<file path="src/rtl/wgm_pkg.sv">
// ----------------------------------------------------------------------------
// Wildcard glob matcher package
// Shared constants, register indexes and the per-position pattern class type.
// ----------------------------------------------------------------------------
`default_nettype none

package wgm_pkg;

  // Configuration port geometry
  localparam int unsigned CFG_IDX_W  = 3;
  localparam int unsigned CFG_DATA_W = 64;
  localparam int unsigned LEN_CFG_W  = 6;
  localparam int unsigned CHAR_W     = 8;
  localparam int unsigned CHARS_PER_WORD = CFG_DATA_W / CHAR_W;

  // Register indexes
  localparam logic [CFG_IDX_W-1:0] CFG_PATTERN_LENGTH = 3'd0;
  localparam logic [CFG_IDX_W-1:0] CFG_PATTERN_WORD_0 = 3'd1;
  localparam logic [CFG_IDX_W-1:0] CFG_PATTERN_WORD_5 = 3'd6;

  // Special characters
  localparam logic [CHAR_W-1:0] CH_STAR   = 8'h2A;
  localparam logic [CHAR_W-1:0] CH_QUEST  = 8'h3F;
  localparam logic [CHAR_W-1:0] CH_SLASH  = 8'h2F;
  localparam logic [CHAR_W-1:0] CH_BSLASH = 8'h5C;
  localparam logic [CHAR_W-1:0] CH_LOWER_A = 8'h61;
  localparam logic [CHAR_W-1:0] CH_LOWER_Z = 8'h7A;
  localparam logic [CHAR_W-1:0] CASE_OFFSET = 8'h20;

  // Decoded class of one pattern character
  typedef struct packed {
    logic              star;
    logic              quest;
    logic              slash;
    logic [CHAR_W-1:0] folded;
  } pos_class_t;

  // Fold lower-case ASCII letters to upper case, leave everything else
  function automatic logic [CHAR_W-1:0] fold_char(input logic [CHAR_W-1:0] c);
    logic [CHAR_W-1:0] r;
    r = c;
    if (c >= CH_LOWER_A && c <= CH_LOWER_Z) begin
      r = c - CASE_OFFSET;
    end
    return r;
  endfunction

  function automatic logic is_slash(input logic [CHAR_W-1:0] c);
    return (c == CH_SLASH) || (c == CH_BSLASH);
  endfunction

  function automatic pos_class_t decode_char(input logic [CHAR_W-1:0] c);
    pos_class_t r;
    r.star   = (c == CH_STAR);
    r.quest  = (c == CH_QUEST);
    r.slash  = is_slash(c);
    r.folded = fold_char(c);
    return r;
  endfunction

endpackage

`default_nettype wire

</file>
<file path="src/rtl/wgm_pattern_regs.sv">
// ----------------------------------------------------------------------------
// Wildcard glob matcher pattern registers
// Holds the saturated pattern length and the decoded class of each pattern
// position, updated by the configuration write port.
// ----------------------------------------------------------------------------
`default_nettype none

module wgm_pattern_regs #(
  parameter int unsigned MaxPattern = 48,
  parameter int unsigned LenW       = $clog2(MaxPattern + 1)
) (
  input  wire                               clk_i,
  input  wire                               rst_ni,
  input  wire                               cfg_we_i,
  input  wire  [wgm_pkg::CFG_IDX_W-1:0]     cfg_idx_i,
  input  wire  [wgm_pkg::CFG_DATA_W-1:0]    cfg_data_i,
  output logic [LenW-1:0]                   len_o,
  output wgm_pkg::pos_class_t               cls_o [MaxPattern],
  output logic                              rearm_o
);
  import wgm_pkg::*;

  localparam pos_class_t ZeroClass = '{star: 1'b0, quest: 1'b0, slash: 1'b0,
                                       folded: '0};

  logic [LenW-1:0]          len_q, len_d;
  logic [LEN_CFG_W-1:0]     len_raw;

  // Any write to a defined register re-arms the matcher
  assign rearm_o = cfg_we_i && (cfg_idx_i <= CFG_PATTERN_WORD_5);

  // Saturate the length to the pattern capacity
  always_comb begin
    len_raw = cfg_data_i[LEN_CFG_W-1:0];
    len_d   = len_q;
    if (cfg_we_i && cfg_idx_i == CFG_PATTERN_LENGTH) begin
      if (len_raw > LEN_CFG_W'(MaxPattern)) begin
        len_d = LenW'(MaxPattern);
      end else begin
        len_d = len_raw[LenW-1:0];
      end
    end
  end

  always_ff @(posedge clk_i or negedge rst_ni) begin
    if (!rst_ni) begin
      len_q <= '0;
    end else begin
      len_q <= len_d;
    end
  end

  assign len_o = len_q;

  // Decode each byte as its word is written
  for (genvar p = 0; p < MaxPattern; p++) begin : g_pos
    localparam logic [CFG_IDX_W-1:0] WordIdx =
      CFG_IDX_W'(CFG_PATTERN_WORD_0 + p / CHARS_PER_WORD);
    localparam int unsigned ByteLsb = (p % CHARS_PER_WORD) * CHAR_W;

    pos_class_t cls_q;

    always_ff @(posedge clk_i or negedge rst_ni) begin
      if (!rst_ni) begin
        cls_q <= decode_char(ZeroClass.folded);
      end else if (cfg_we_i && cfg_idx_i == WordIdx) begin
        cls_q <= decode_char(cfg_data_i[ByteLsb +: CHAR_W]);
      end
    end

    assign cls_o[p] = cls_q;
  end

endmodule

`default_nettype wire

</file>
<file path="src/rtl/wgm_step.sv">
// ----------------------------------------------------------------------------
// Wildcard glob matcher position update
// Advances the live position vector by one text byte and forms the match
// result of the current state.
// ----------------------------------------------------------------------------
`default_nettype none

module wgm_step #(
  parameter int unsigned MaxPattern = 48,
  parameter int unsigned LenW       = $clog2(MaxPattern + 1)
) (
  input  wire  [MaxPattern:0]               live_i,
  input  wire                               tail_i,
  input  wire  [wgm_pkg::CHAR_W-1:0]        char_i,
  input  wire  [LenW-1:0]                   len_i,
  input  wgm_pkg::pos_class_t               cls_i [MaxPattern],
  output logic [MaxPattern:0]               live_o,
  output logic                              tail_o,
  output logic                              matched_o
);
  import wgm_pkg::*;

  localparam int unsigned W      = MaxPattern + 1;
  localparam int unsigned Levels = $clog2(W);

  logic                slash_t;
  logic [CHAR_W-1:0]   fold_t;
  logic [W-1:0]        skip_p;
  logic [W-1:0]        gen_lvl [Levels+1];
  logic [W-1:0]        prop_lvl [Levels+1];
  logic [W-1:0]        cur;
  logic [MaxPattern-1:0] adv;
  logic [MaxPattern-1:0] stay;
  logic [MaxPattern-1:0] tail_hit;

  assign slash_t = is_slash(char_i);
  assign fold_t  = fold_char(char_i);

  // Result of the state as it stands
  assign matched_o = (len_i == '0) || live_i[len_i] || tail_i;

  // Mark where a non-final star may be skipped before this byte
  always_comb begin
    skip_p = '0;
    for (int j = 0; j < MaxPattern - 1; j++) begin
      skip_p[j+1] = cls_i[j].star && (len_i > LenW'(j + 1)) && !slash_t;
    end
  end

  // Propagate liveness through runs of skippable stars (parallel prefix)
  always_comb begin
    gen_lvl[0]  = live_i;
    prop_lvl[0] = skip_p;
    for (int l = 0; l < Levels; l++) begin
      for (int i = 0; i < W; i++) begin
        if (i >= (1 << l)) begin
          gen_lvl[l+1][i]  = gen_lvl[l][i] | (prop_lvl[l][i] & gen_lvl[l][i-(1<<l)]);
          prop_lvl[l+1][i] = prop_lvl[l][i] & prop_lvl[l][i-(1<<l)];
        end else begin
          gen_lvl[l+1][i]  = gen_lvl[l][i];
          prop_lvl[l+1][i] = prop_lvl[l][i];
        end
      end
    end
    cur = gen_lvl[Levels];
  end

  // Evaluate every pattern position against the byte
  always_comb begin
    for (int j = 0; j < MaxPattern; j++) begin
      logic active;
      logic lit_hit;
      active  = cur[j] && (len_i > LenW'(j));
      lit_hit = (slash_t && cls_i[j].slash) || (fold_t == cls_i[j].folded);
      adv[j]      = active && !cls_i[j].star && (cls_i[j].quest || lit_hit);
      stay[j]     = active && cls_i[j].star && !slash_t && (len_i != LenW'(j + 1));
      tail_hit[j] = active && cls_i[j].star && !slash_t && (len_i == LenW'(j + 1));
    end
  end

  assign live_o = {adv, 1'b0} | {1'b0, stay};
  assign tail_o = (|tail_hit) || (tail_i && !slash_t);

endmodule

`default_nettype wire

</file>
<file path="src/rtl/wildcard_glob_matcher.sv">
// ----------------------------------------------------------------------------
// Wildcard glob matcher
// Streams text bytes against a configured '*' / '?' pattern and returns one
// match flag per string.
// ----------------------------------------------------------------------------
// The block takes one transaction per clock cycle, text byte or end marker,
// with no gaps unless the output stalls. A transaction is held in an input
// register while the live-position vector of the pattern is advanced in a
// single pass through the step logic; the match flag of a string is formed
// from the input register and registered at the output. A stalled output
// holds back an end marker that would need the output register, and the
// input behind it; a held text byte never waits on the output. A configuration
// write re-arms the matcher and must be made while no string is in flight.
// ----------------------------------------------------------------------------
`default_nettype none

module wildcard_glob_matcher #(
  parameter int unsigned MaxPattern = 48
) (
  input  wire                               clk_i,
  input  wire                               rst_ni,
  // Input stream
  input  wire                               s_axis_tvalid,
  output logic                              s_axis_tready,
  input  wire  [7:0]                        s_axis_tdata,  // [7:0] text_char
  input  wire                               s_axis_tuser,  // [0] kind
  // Result stream
  output logic                              m_axis_tvalid,
  input  wire                               m_axis_tready,
  output logic [7:0]                        m_axis_tdata,  // [0] matched, [7:1] zero
  // Configuration write port
  input  wire                               cfg_we_i,
  input  wire  [wgm_pkg::CFG_IDX_W-1:0]     cfg_idx_i,
  input  wire  [wgm_pkg::CFG_DATA_W-1:0]    cfg_data_i
);
  import wgm_pkg::*;

  localparam int unsigned LenW = $clog2(MaxPattern + 1);
  localparam int unsigned W    = MaxPattern + 1;

  logic              in_vld_q, in_vld_d;
  logic              in_kind_q;
  logic [CHAR_W-1:0] in_char_q;
  logic [W-1:0]      live_q, live_d;
  logic              tail_q, tail_d;
  logic              out_vld_q, out_vld_d;
  logic              out_match_q, out_match_d;

  logic              accept;
  logic              proceed;
  logic              rearm;
  logic [LenW-1:0]   len;
  pos_class_t        cls [MaxPattern];
  logic [W-1:0]      step_live;
  logic              step_tail;
  logic              step_matched;

  // Pattern storage
  wgm_pattern_regs #(
    .MaxPattern (MaxPattern),
    .LenW       (LenW)
  ) u_pattern (
    .clk_i      (clk_i),
    .rst_ni     (rst_ni),
    .cfg_we_i   (cfg_we_i),
    .cfg_idx_i  (cfg_idx_i),
    .cfg_data_i (cfg_data_i),
    .len_o      (len),
    .cls_o      (cls),
    .rearm_o    (rearm)
  );

  // Position update
  wgm_step #(
    .MaxPattern (MaxPattern),
    .LenW       (LenW)
  ) u_step (
    .live_i    (live_q),
    .tail_i    (tail_q),
    .char_i    (in_char_q),
    .len_i     (len),
    .cls_i     (cls),
    .live_o    (step_live),
    .tail_o    (step_tail),
    .matched_o (step_matched)
  );

  // Retire the held transaction unless an end marker finds the output full
  assign proceed       = in_vld_q && (!in_kind_q || !out_vld_q || m_axis_tready);
  assign s_axis_tready = !in_vld_q || proceed;
  assign accept        = s_axis_tvalid && s_axis_tready;
  assign in_vld_d      = accept || (in_vld_q && !proceed);

  // Input register
  always_ff @(posedge clk_i or negedge rst_ni) begin
    if (!rst_ni) begin
      in_vld_q <= 1'b0;
    end else begin
      in_vld_q <= in_vld_d;
    end
  end

  always_ff @(posedge clk_i) begin
    if (accept) begin
      in_kind_q <= s_axis_tuser;
      in_char_q <= s_axis_tdata;
    end
  end

  // Advance state, re-arm on end marker or configuration write
  always_comb begin
    live_d      = live_q;
    tail_d      = tail_q;
    out_vld_d   = out_vld_q && !m_axis_tready;
    out_match_d = out_match_q;
    if (rearm) begin
      live_d = W'(1);
      tail_d = 1'b0;
    end else if (proceed) begin
      if (in_kind_q) begin
        live_d      = W'(1);
        tail_d      = 1'b0;
        out_vld_d   = 1'b1;
        out_match_d = step_matched;
      end else begin
        live_d = step_live;
        tail_d = step_tail;
      end
    end
  end

  always_ff @(posedge clk_i or negedge rst_ni) begin
    if (!rst_ni) begin
      live_q    <= W'(1);
      tail_q    <= 1'b0;
      out_vld_q <= 1'b0;
    end else begin
      live_q    <= live_d;
      tail_q    <= tail_d;
      out_vld_q <= out_vld_d;
    end
  end

  always_ff @(posedge clk_i) begin
    out_match_q <= out_match_d;
  end

  assign m_axis_tvalid = out_vld_q;
  assign m_axis_tdata  = {7'b0, out_match_q};

  // An end marker leaves the matcher re-armed
  assert property (@(posedge clk_i) disable iff (!rst_ni)
    proceed && in_kind_q |=> live_q == W'(1) && !tail_q)
    else $error("matcher not re-armed after end marker");

  // No position beyond the pattern end is ever live
  assert property (@(posedge clk_i) disable iff (!rst_ni)
    (live_q >> len) <= W'(1))
    else $error("live position beyond pattern length");

  // A held transaction stays put until it retires
  assert property (@(posedge clk_i) disable iff (!rst_ni)
    in_vld_q && !proceed |=> in_vld_q && $stable(in_kind_q) && $stable(in_char_q))
    else $error("held transaction lost or altered");

  // A result only appears after an end marker retires
  assert property (@(posedge clk_i) disable iff (!rst_ni)
    $rose(out_vld_q) |-> $past(proceed && in_kind_q))
    else $error("result without end marker");

endmodule

`default_nettype wire
</file>
<file path="config.mk">
export PLATFORM = sky130hd
export DESIGN_NAME = wildcard_glob_matcher
export DESIGN_NICKNAME = d
export VERILOG_FILES = /design/src/rtl/wgm_pkg.sv /design/src/rtl/wgm_pattern_regs.sv /design/src/rtl/wgm_step.sv /design/src/rtl/wildcard_glob_matcher.sv
export SDC_FILE = /design/constraint.sdc
export NUM_CORES = 2
export LEC_CHECK = 0
export BUFFER_PORTS_ARGS = -buffer_cell sky130_fd_sc_hd__buf_4
export CORE_UTILIZATION = 45
export CTS_CLUSTER_DIAMETER = 80
export DETAILED_ROUTE_END_ITERATION = 10
export PLACE_DENSITY = 0.61
export SLEW_MARGIN = 10
export SYNTH_ARGS = -nofsm -noshare
export SYNTH_HDL_FRONTEND = slang
export SYNTH_SLANG_ARGS = --single-unit
</file>
<file path="constraint.sdc">
create_clock -name clk_i -period 3.5 [get_ports clk_i]
set_input_delay 0.175 -clock clk_i [delete_from_list [all_inputs] [get_ports clk_i]]
set_output_delay 0.175 -clock clk_i [all_outputs]
set_load 0.1 [all_outputs]
</file>
Word-level counts from Yosys, hierarchy flattened
Cells that the tools add are included.
Widths: inputs -> output; s select.

storage, ports and cells
  memories = 0
  bits in latches = 0
  register bits after elaboration = 596
  RAM bits = 0
  word-level logic and storage cells = 1784
  input bits = 81
  memory bits (read-only) = 0
  output and inout port bits = 10

cells by class
  $add $sub $neg = 9
  muxes and demuxes = 21
  shift operators = 0
  bitwise gates (word level) = 630
  reductions and logical operators = 671
  eq/ne operators = 184
  div/mod/pow operators = 0
  magnitude comparators = 69
  $mul = 0

operators with widths
  kind                 number
  $logic_and 1x1->1    500
  $and 1x1->1          403
  $eq 8x8->1           48
  $or 1x1->1           225
  $eq 8x6->1 const B   25
  $mux 49              3
  $logic_or 1x1->1     112
  $eq 6x6->1 const B   17
  $gt 6x6->1 const B   17
  $ne 6x6->1 const B   17
  $eq 6x5->1 const B   16
  $gt 6x5->1 const B   16
  $ne 6x5->1 const B   16
  $eq 8x7->1 const B   9
  $ge 8x7->1 const B   9
  $le 8x7->1 const B   9
  $mux 8               9
  $sub 8x6->8 const B  9
  $logic_not 1->1      54
  $or 49x48->49        1
  $eq 6x4->1 const B   8
  $gt 6x4->1 const B   8
  $ne 6x4->1 const B   8
  $reduce_or 48->1     1
  other kinds (22)     44

Depth between registers and ports, before layout
  depth after elaboration = 24
  mapped depth = 17
  mapped depth without buffers = 12

By module
A second synthesis with hierarchy kept.

second synthesis, totals
  cell total of the unflattened synthesis = 3900
  area, all modules = 33459.6 um^2

by module, submodules not included
  module                 seq. area each (um^2)  area an instance (um^2)  cells each  instances
  wgm_pattern_regs       13362.8                20751.2                  2226        1
  wgm_step               0.0                    10425.0                  1531        1
  wildcard_glob_matcher  1602.8                 2283.4                   143         1

Worst setup path after synthesis
OpenSTA, ideal clock, no wires.

  kind = flip-flop to flip-flop
  start = register in_char_q[1]
  end = register tail_q
  period minus slack after synthesis = 3.388 ns
  setup time = 0.145 ns
  path buffers = 3
  cell stages (with the launch flop) = 16
  arrival = 3.243 ns
  required time = 3.355 ns
  path slack = 0.112 ns
  path through = edfxtp_1 buf_2 or2_1 o22a_1 buf_2 clkbuf_1 or3_1 a22oi_1 nor4_1 a2111oi_0 o2111ai_1 nor4bb_1 and3_1 nand4_1 nor3_1 a41oi_1

on the way
  longest elaborated chain between the ends = 24
  elaborated cells between the ends (all ways) = 875
  classes of those cells = eq/ne (2); mux (3); bitwise (628); reduce/logical (242)

ends and longest elaborated chain
  item                                             RTL line                                        RTL
  start, declared                                  wildcard_glob_matcher.sv:43                     logic [CHAR_W-1:0] in_char_q;
  start signal, assigned                           wildcard_glob_matcher.sv:106                    in_char_q <= s_axis_tdata;
  $eq 8x6->1 / $eq 8x7->1 (equally long branches)  wgm_pkg.sv:49                                   return (c == CH_SLASH) || (c == CH_BSLASH);
  $logic_or 1x1->1 *                               wgm_pkg.sv:49
  $logic_not 1->1 *                                wgm_step.sv:46, wgm_step.sv:77, wgm_step.sv:82
  $logic_and 1x1->1                                wgm_step.sv:46                                  skip_p[j+1] = cls_i[j].star && (len_i > LenW'(j + 1)) && !slash_t;
  $and 1x1->1                                      wgm_step.sv:57                                  gen_lvl[l+1][i] = gen_lvl[l][i] | (prop_lvl[l][i] & gen_lvl[l][i-(1<<l)]);
  $or 1x1->1                                       wgm_step.sv:57
  $and 1x1->1                                      wgm_step.sv:57
  $or 1x1->1                                       wgm_step.sv:57
  (+5 left out)                                    n/a
  $or 1x1->1 (2 in series)                         wgm_step.sv:57
  $logic_and 1x1->1                                wgm_step.sv:73                                  active = cur[j] && (len_i > LenW'(j));
  $logic_and 1x1->1 (3 in series)                  wgm_step.sv:77                                  tail_hit[j] = active && cls_i[j].star && !slash_t && (len_i == LenW'(j + 1));
  $reduce_or 48->1                                 wgm_step.sv:82                                  assign tail_o = (|tail_hit) || (tail_i && !slash_t);
  $logic_or 1x1->1 *                               wgm_step.sv:82
  $mux 1 *                                         wildcard_glob_matcher.sv:120                    if (in_kind_q) begin
  $mux 1 *                                         wildcard_glob_matcher.sv:119                    end else if (proceed) begin
  $mux 1 *                                         wildcard_glob_matcher.sv:116                    if (rearm) begin
  end signal, assigned                             wildcard_glob_matcher.sv:139                    tail_q <= tail_d;
  end, declared                                    wildcard_glob_matcher.sv:45                     logic tail_q, tail_d;

Mark *: on every way between the ends. The rest lies on a longest branch, timed or not. The select of a mux whose other input is x is not followed.
A chain may end at the register's enable or synchronous reset.

Final worst setup path
  start = register u_pattern.len_q[1] (netlist: u_pattern.len_o[1])
  end = register live_q[45]

on the way
  longest elaborated chain between the ends = 22
  elaborated cells between the ends (all ways) = 407
  classes of those cells = order compare (45); eq/ne (1); mux (3); bitwise (261); reduce/logical (97)

ends and longest elaborated chain
  item                             RTL line                      RTL
  start, declared                  wgm_pattern_regs.sv:26        logic [LenW-1:0] len_q, len_d;
  start signal, assigned           wgm_pattern_regs.sv:49        len_q <= len_d;
  $gt 6x4->1                       wgm_step.sv:46
  $logic_and 1x1->1 (2 in series)  wgm_step.sv:46
  $and 1x1->1                      wgm_step.sv:57
  $or 1x1->1                       wgm_step.sv:57
  $and 1x1->1                      wgm_step.sv:57
  $or 1x1->1                       wgm_step.sv:57
  $and 1x1->1                      wgm_step.sv:57
  $or 1x1->1                       wgm_step.sv:57
  (+2 left out)                    n/a
  $and 1x1->1                      wgm_step.sv:57
  $or 1x1->1 (2 in series)         wgm_step.sv:57
  $logic_and 1x1->1                wgm_step.sv:73
  $logic_and 1x1->1 (3 in series)  wgm_step.sv:76                stay[j] = active && cls_i[j].star && !slash_t && (len_i != LenW'(j + 1));
  $or 49x48->49 *                  wgm_step.sv:81                assign live_o = {adv, 1'b0} | {1'b0, stay};
  $mux 49 *                        wildcard_glob_matcher.sv:120
  $mux 49 *                        wildcard_glob_matcher.sv:119
  $mux 49 *                        wildcard_glob_matcher.sv:116
  end signal, assigned             wildcard_glob_matcher.sv:138  live_q <= live_d;
  end, declared                    wildcard_glob_matcher.sv:44   logic [W-1:0] live_q, live_d;

Marked as above.

==> results.cfg <==
[worst_setup_path]
path_delay_family = compound AO/OA/AOI/OAI gates
path_class = reg2reg
worst-path-buf-inv = 3
cpMaxStageDelayCell = or4b_4
worst-path-stages = 15
rr_endpoint = live_q[45]
r2r-start = u_pattern.len_o[1]
cp_max_fo = 17
start_kind = register
required_ns = 4.05
crit_chain = buf_12 -> buf_4 -> nand3_2 -> a21oi_4 -> o2111ai_1 -> or4b_4 -> a2111o_1 -> a41o_1 -> and3_4 -> o21bai_4 -> a21oi_1 -> buf_4 -> nor4_2 -> a21oi_1 -> o31ai_1
reg2regPathDepth = 15
cpPeakStageDelay_ns = 0.61
r2r_slack_ns = -0.36
arrival_ns = 4.40
worstSetupEndpointType = register

[power_and_ir_drop]
power_density_mw_per_mm2 = 474.3
peakVddDrop_mv = 0.3923
p_comb_share_pct = 21.7
seq_power_share_pct = 41.7
internal-power_mw = 14.29
p_sw_mw = 6.125
p_clk_share_pct = 36.6
power_mw = 20.42
leakagePower_nw = 18.46
swShare_pct = 30.00

[grt]
antenna_found_initial = 7
grt.overflow.total = 0
grt_max_degree = 98
grtUsageTotal_pct = 34.07
grt_first_pass_wirelength_microns = 189800
grt_pass1_vias = 28720

[hold_path]
hold_path_depth = 3
min_to = u_pattern.cls_o[378]
hp-start = cfg_data_i[44]
worstHoldPathType = in2reg

[cells_and_area]
area.growth.synth_to_final_pct = 30.10
drive_gt1_share_pct = 29.76
fill_cells = 6384
nets = 4134
post-route-cell-area_sq_mm = 0.04305

[sta]
finClkSkew_ns = 0.03476
worst_pin_slew_ns = 1.048
period_share_pct = 110.1
worst_slack_ns = -0.3550
rsz0062_at_grt = true
post-route-min-period_ns = 3.855
slew_viol_final = 0
finalSetupViolCount = 18
finalHoldViolCount = 0
slew_headroom_pct = 29.40
fmax_mhz = 259.4
tns_ns = -3.435

[die]
die_h_microns = 273.2
design.portCount = 91
die_x_microns = 273.2
rows = 99
core_area_sq_mm = 0.07283
start_util_pct = 45.43
dieArea_sq_mm = 0.07462

[cts]
cts_sinks = 596
clk_pin_slew_worst_paths_ns = 0.06
cts_tree = built
clock_latency_ns = 0.64
cts_root_buf = clkbuf_16
cts_max_level = 3
clockBufferDepth = 3
cts_buffers = 70

[synthesis]
synthArstFlopShare_pct = 98.32
ys.flop_type = dfrtp_1
seq_area_frac_synth_pct = 45.23
ys_types = 90
synth_seq_cells = 596
synth_area_sq_mm = 0.03309
yosysWarnings = 0
synth-edff-count = 10
syn-mean-instance-area_sq_um = 9.524
synth_cells = 3474

[route]
first_iter_violations = 2527
ant_nets = 0
drc = 0
vias = 29750
post_drt_via_cell_ratio = 5.883
wl_per_cell_microns = 25.30
firstDrtPassIters = 6
drt_wl_total_microns = 127900

[run_status]
violations = setup timing
status = finished, violations left

[place]
place_congestion = 1.060
dpl.hpwl_microns = 93100
dp_slack_ns = -0.6851
port_buffers = 83
placed_area_sq_mm = 0.03843

[run]
cap_viol_max_count = 0
-- cell families after synthesis --
logic type,Yosys count,share of synthesized area [%]
flops,596,45.23
simple gates,1035,14.83
other cells,1,0.01133
compound gates,898,16.97
fa+ha+maj,9,0.3403
xor+xnor,384,10.16
buf+inv,317,3.978
mux,234,8.467
-- sequential cells by signal, summed over array words and instances, names as in the netlist --
name,cells
m_axis_tvalid,1
tail_q,1
in_vld_q,1
u_pattern.cls_o,528
live_q,49
in_kind_q,1
u_pattern.len_o,6
in_char_q,8
out_match_q,1
-- metal layers --
| layer | global-route usage [%] | wire, microns | up-vias |
|---|---|---|---|
| li1 | - | - | 13550 |
| met1 | 49.07 | 58110 | 14830 |
| met2 | 52.12 | 57350 | 1109 |
| met3 | 5.087 | 7703 | 251 |
| met4 | 11.91 | 4700 | 4 |
| met5 | 0 | 34 | - |
-- worst max path at each step --
stage / from / to / slack, ns
floorplan: in_char_q[1] / tail_q / 0.11
global placement: u_pattern.len_o[2] / tail_q / -0.58
detailed placement: in_char_q[1] / tail_q / -0.69
CTS: in_char_q[0] / live_q[46] / -0.24
global route: in_char_q[1] / live_q[46] / -0.45
finish: u_pattern.len_o[1] / live_q[45] / -0.36
-- layout make-up --
| type | instances | area, sq um | area share, % |
|---|---|---|---|
| diodes | 1 | 2.502 | 0.005813 |
| clock buffers | 98 | 2027 | 4.709 |
| multi-input cells | 2567 | 17900 | 41.58 |
| inverters | 48 | 180.2 | 0.4185 |
| clock inverters | 26 | 352.8 | 0.8196 |
| repair buffers | 761 | 6416 | 14.90 |
| well taps | 959 | 1200 | 2.787 |
| flip-flops and latches | 596 | 14970 | 34.78 |
-- stage by stage --
stage | hold WS, ns | std cells | util, %
6_report | 0.01873 | 5056 | 59.10
3_3_place_gp | 0.1591 | 4815 | 52.77
3_5_place_dp | 0.1564 | 4815 | 52.77
5_1_grt | 0.03456 | 5055 | 59.10
2_1_floorplan | -0.1206 | 3480 | -
4_1_cts | 0.005573 | 5034 | 58.04
-- timing repair --
| action | 4_1_cts | 5_1_grt |
|---|---|---|
| gates cloned | 1 | 2 |
| pin swaps | 47 | 70 |
| endpoints found under the setup margin | 36 | 41 |
| hold endpoints to repair | 381 | 0 |
| gates resized for setup | 128 | 125 |
| setup buffers | 28 | 23 |
| hold buffers | 68 | 0 |
-- worst min-delay path: stages --
cell     delay [ns]
buf_4          0.11
inv_1          0.15
o21ai_0        0.19
-- power groups by stage --
stage          clock network (mW)  logic [mW]  registers (mW)
5_1_grt                      7.89        4.77            8.63
2_1_floorplan                   0        2.56            8.50
3_3_place_gp                    0        4.05            8.58
6_report                     7.48        4.42            8.51
4_1_cts                      7.60        4.31            8.51
3_5_place_dp                    0        4.11            8.63
-- cell usage after synthesis, types with 18 or more instances --
cell type  number  area (sq um)
buf_1          45         168.9
a211oi_1       43         322.8
xor2_1        192          1682
a21oi_1       146         730.7
nor2_1        101         379.1
xnor2_1       192          1682
clkbuf_1      171         641.9
nand3_1       121         605.6
o211ai_1       26         195.2
and2_1         20         125.1
and3_1         20         125.1
nand2b_1       26         162.7
a31oi_1        24         150.1
nand2_1       487          1828
buf_2          35         175.2
o21ai_0       412          2062
nand4_1        54         337.8
o31ai_1        22         165.2
a21o_1         20         150.1
dfrtp_1       585         14640
a41oi_1        18         157.7
nor3_1         66         330.3
nor4_1         45         281.5
inv_1          48         180.2
mux2_2        217          2444
-- placed cells by master, fill, tap and decap left out, types with 20 or more instances in the layout --
master / synthesis / layout
o21ai_1: 7 / 30
inv_1: 48 / 48
buf_6: 4 / 20
dlygate4sd3_1: 0 / 68
mux2_2: 217 / 217
buf_4: 14 / 637
nor2_1: 101 / 95
a211oi_1: 43 / 37
a21oi_1: 146 / 133
o211ai_1: 26 / 26
nand2b_1: 26 / 24
o31ai_1: 22 / 22
nor4_1: 45 / 33
a21o_1: 20 / 20
buf_12: 0 / 30
xor2_1: 192 / 192
nand4_1: 54 / 54
nand2_1: 487 / 478
nor3_1: 66 / 61
dfrtp_1: 585 / 580
nand3_1: 121 / 112
o21ai_0: 412 / 382
clkbuf_16: 0 / 72
xnor2_1: 192 / 192
No activity file was read; power rests on OpenSTA's default activity.
